[src/rtl/core/ecef_to_geodetic_top_defines.svh]
// Assertion macros for the ECEF to geodetic block
`ifndef ECEF_TO_GEODETIC_TOP_DEFINES_SVH
`define ECEF_TO_GEODETIC_TOP_DEFINES_SVH

// Same-cycle implication, checked out of reset
`define E2G_ASSERT_IMPL(lbl, ante, cons, msg) \
  lbl: assert property (@(posedge clk_i) disable iff (!rst_ni) (ante) |-> (cons)) \
    else $error(msg);

// Next-cycle implication, checked out of reset
`define E2G_ASSERT_NEXT(lbl, ante, cons, msg) \
  lbl: assert property (@(posedge clk_i) disable iff (!rst_ni) (ante) |=> (cons)) \
    else $error(msg);

`endif

[src/rtl/core/e2g_sqrt.sv]
// Pipelined 64-bit integer square root, one result bit per stage
`timescale 1ns / 1ps
module e2g_sqrt (
  input  logic        clk_i,
  input  logic [63:0] n_i,
  output logic [31:0] r_o
);
  logic [63:0] n_q [32];
  logic [63:0] r_q [32];

  for (genvar g = 0; g < 32; g++) begin : g_stage
    localparam logic [63:0] Bit = 64'd1 << (62 - 2 * g);
    logic [63:0] ni, ri, t;
    if (g == 0) begin : g_first
      assign ni = n_i;
      assign ri = 64'd0;
    end else begin : g_next
      assign ni = n_q[g-1];
      assign ri = r_q[g-1];
    end
    assign t = ri + Bit;
    always_ff @(posedge clk_i) begin
      if (ni >= t) begin
        n_q[g] <= ni - t;
        r_q[g] <= (ri >> 1) + Bit;
      end else begin
        n_q[g] <= ni;
        r_q[g] <= ri >> 1;
      end
    end
  end

  assign r_o = r_q[31][31:0];
endmodule

[config.mk]
export PLATFORM = sky130hd
export DESIGN_NAME = e2g_sqrt
export DESIGN_NICKNAME = d
export VERILOG_FILES = /design/src/rtl/core/ecef_to_geodetic_top_defines.svh /design/src/rtl/core/e2g_sqrt.sv
export SDC_FILE = /design/constraint.sdc
export NUM_CORES = 2
export LEC_CHECK = 0
export BUFFER_PORTS_ARGS = -buffer_cell sky130_fd_sc_hd__buf_2
export CAP_MARGIN = 20
export CORE_MARGIN = 5
export CORE_UTILIZATION = 40
export DETAILED_ROUTE_END_ITERATION = 10
export SYNTH_ARGS = -nofsm -noshare
export SYNTH_HDL_FRONTEND = slang
export SYNTH_SLANG_ARGS = --single-unit
[constraint.sdc]
create_clock -name clk_i -period 5.7 [get_ports clk_i]
set_clock_uncertainty 0.1 [all_clocks]
set_input_delay 0.285 -clock clk_i [delete_from_list [all_inputs] [get_ports clk_i]]
set_output_delay 0.285 -clock clk_i [all_outputs]
set_load 0.005 [all_outputs]
==> out/metrics.yaml <==
num-fill-cells: 22100
hold_path_class: "input pin to flop"
maxCapViolations: 0
synth-edff-count: 0
die_h_um: 499
critical_path.cell_chain: "inv_1 -> ha_1 -> nand4_1 -> nor3_1 -> nor4bb_1 -> nor4_1 -> nand4_1 -> a211oi_4 -> nor4_1 -> nor4b_1 -> xor2_1"
final_antenna_net_count: 0
synthCells: 9609
port_buffers: 96
synth.area.top_cells: "dfxtp_1 53%, ha_1 7.3%, xnor2_1 4.8%"
first_global_vias: 70000
drt-pass1-iter-count: 6
clk_path_buf_depth: 4
dieArea_sq_um: 249000
cts_tree: "built"
rsz0062_at_grt: "false"
min_from: "n_i[62]"
htree_levels: 5
synthTopCellsByCount: "2512 x dfxtp_1, 688 x inv_1, 663 x nor2_1, 656 x a21oi_1, 592 x nand2_1"
powerDensity_nw_per_um2: 515
synth_fa_ha_area_share_pct: 7.30
leakagePower_nw: 49.5
slew-limit-headroom_pct: 17.7
gp_congestion: 0.948
setup_violations: 0
max_stage_delay_ns: 0.78
antenna_found_initial: 6
synth_xor_area_share_pct: 8.11
synth_compound_area_share_pct: 11.7
wl_per_cell_um: 18.7
track_usage_pct: 19.4
ys_seq_area_share_pct: 52.6
grt_pass1_wl_mm: 390
clk_pin_slew_ns: 0.06
critPathSlowestCell: "nor4bb_1"
syn-mean-instance-area_sq_um: 9.95
hold_viol_final: 0
drt-initial-drc-count: 4074
cts_made_buffers: 277
power.total_w: 0.0568
cp-end-kind: "flop"
cts_root_buffer: "clkbuf_16"
timing.final.crit_share_pct: 79.5
critical_path_peak_fanout: 16
synth_nets: 10200
area_growth_pct: 15.4
gr-total-overflow: 0
yosys.area_share.simple_pct: 15.4
clock_sinks: 2512
routed_via_density: 5.21
wirelength_mm: 249
status: "finished clean"
hold_buffers: 129
finalMaxSlewViolations: 0
startpoint_type: "flop"
netlist.area_leader.share_pct: 52.6
vias: 69600
rows: 179
synth_top_family_by_area: "simple AND/OR/NAND/NOR gates"
synthDistinctLibCells: 89
die_w_um: 499
dp_worst_setup_slack_ns: 1.09
drc: 0
cp-startpoint: "r_q[1][290]"
hpwl_mm: 193
yosysMostFrequentCell: "dfxtp_1"
worstPathArrival_ns: 5.19
ys_warn_count: 0
core_area_sq_um: 238000
clock_latency_ns: 0.91
worstSetupPathType: "flop to flop"
post_synth_instance_area_sq_um: 95600
layout-drive-gt1-share_pct: 7.66
max-vdd-ir-drop_v: 0.000367
finalSetupTns_ns: 0
period_minus_slack_ns: 4.53
reg2reg_from: "r_q[1][290]"
post_cts_buffers: 0
pin_count: 97
post_cts_resized: 0
ys_async_sr_fraction_pct: 0
worst_slack_ns: 1.17
hold_slack_ns: 0.148
required_ns: 6.36
worstMarginPinSlew_ns: 1.22
timing.fmax_ghz: 0.221
grt_start_max_net_pins: 58
yosysTopAreaCell: "dfxtp_1"
synth_ff_type: "dfxtp_1"
synth.area.mux_share_pct: 1.35
ys_seq_elements: 2512
start_util_pct: 40.2
final_nets: 10600
-- registers in the layout, summed over array words and instances, names as in the netlist --
| signal | count |
|---|---|
| n_q | 1984 |
| r_q | 528 |
-- cell usage in the layout, fill, tap and decap left out, drive strengths merged, types with 40 or more instances in the layout --
cell type / Yosys / final
o211ai: 41 / 41
clkinv: 0 / 42
a21oi: 658 / 658
o21bai: 56 / 56
clkbuf: 161 / 382
xnor2: 520 / 520
dlygate4sd3: 0 / 129
nand2b: 107 / 107
nor4b: 58 / 58
or3: 104 / 104
nor4: 336 / 336
nor2b: 71 / 71
ha: 558 / 558
nand4: 170 / 170
nor2: 664 / 664
o21ai: 412 / 412
nand2: 592 / 592
nor3: 227 / 227
or2: 40 / 40
o31ai: 46 / 46
a21o: 211 / 211
inv: 693 / 702
dfxtp: 2512 / 2512
or4: 85 / 85
buf: 31 / 148
a211oi: 52 / 52
nand3: 178 / 178
xor2: 365 / 365
mux2: 108 / 108
o21a: 94 / 94
-- final timing paths --
| check | end | slack (ns) | cells past startpoint |
|---|---|---|---|
| max | n_q[1][380] | 1.17 | 11 |
| min | n_q[0][62] | 0.15 | 4 |
| max reg2reg | n_q[1][380] | 1.17 | 11 |
| min reg2reg | n_q[0][713] | 0.22 | 0 |
-- critical path: cells and delay by family, from the launching register on --
kind	cells	cell delay, ns
XOR/XNOR	1	0.19
adder cells (fa/ha/maj)	1	0.37
AO/OA/AOI/OAI	1	0.11
flip-flops	1	0.36
buffers and inverters	1	0.06
AND/OR/NAND/NOR	7	3.20
-- logic make-up (layout without fill, tap and decap cells) --
family / count (synthesis) / after routing
xor gates and xnor gates: 885 / 885
other: 0 / 6
and+or+nand+nor: 2845 / 2845
adders and majority gates: 558 / 558
AOI/OAI and AO/OA: 1809 / 1809
muxes: 115 / 115
buffers and inverters: 885 / 1448
DFF: 2512 / 2512
-- per-layer routing --
layer / GRT usage [%] / wire length [um] / vias to the layer above
met5: 0 / 0 / -
met4: 8.33 / 11300 / 0
met3: 2.34 / 8950 / 592
met2: 35.5 / 125000 / 1662
met1: 22.9 / 104000 / 33100
li1: - / - / 34300
-- final cells by class --
class,instances,area (sq um),share of cell area [%]
antenna,6,15.0,0.0136
clock buffer,381,7940,7.20
clock inverter,96,1290,1.17
inverter,693,2600,2.36
multi-input combinational,6212,42000,38.1
sequential,2512,50300,45.6
tap,3167,3960,3.59
timing repair buffer,278,2170,1.97
-- power by group --
| group | switching [W] | total (W) | internal, W |
|---|---|---|---|
| Clock | 0.00693 | 0.0179 | 0.0110 |
| Combinational | 0.00768 | 0.0138 | 0.00611 |
| Sequential | 0.00355 | 0.0251 | 0.0216 |
| Total | 0.0182 | 0.0568 | 0.0387 |
-- metrics by stage --
stage | utilization (%) | cell area, sq um | instances
2_1_floorplan | - | 95600 | 9609
3_3_place_gp | 41.9 | 99800 | 12700
3_5_place_dp | 41.9 | 99800 | 12700
4_1_cts | 46.4 | 110000 | 13300
5_1_grt | 46.4 | 110000 | 13300
6_report | 46.4 | 110000 | 13300
(Power assumes the default switching activity.)
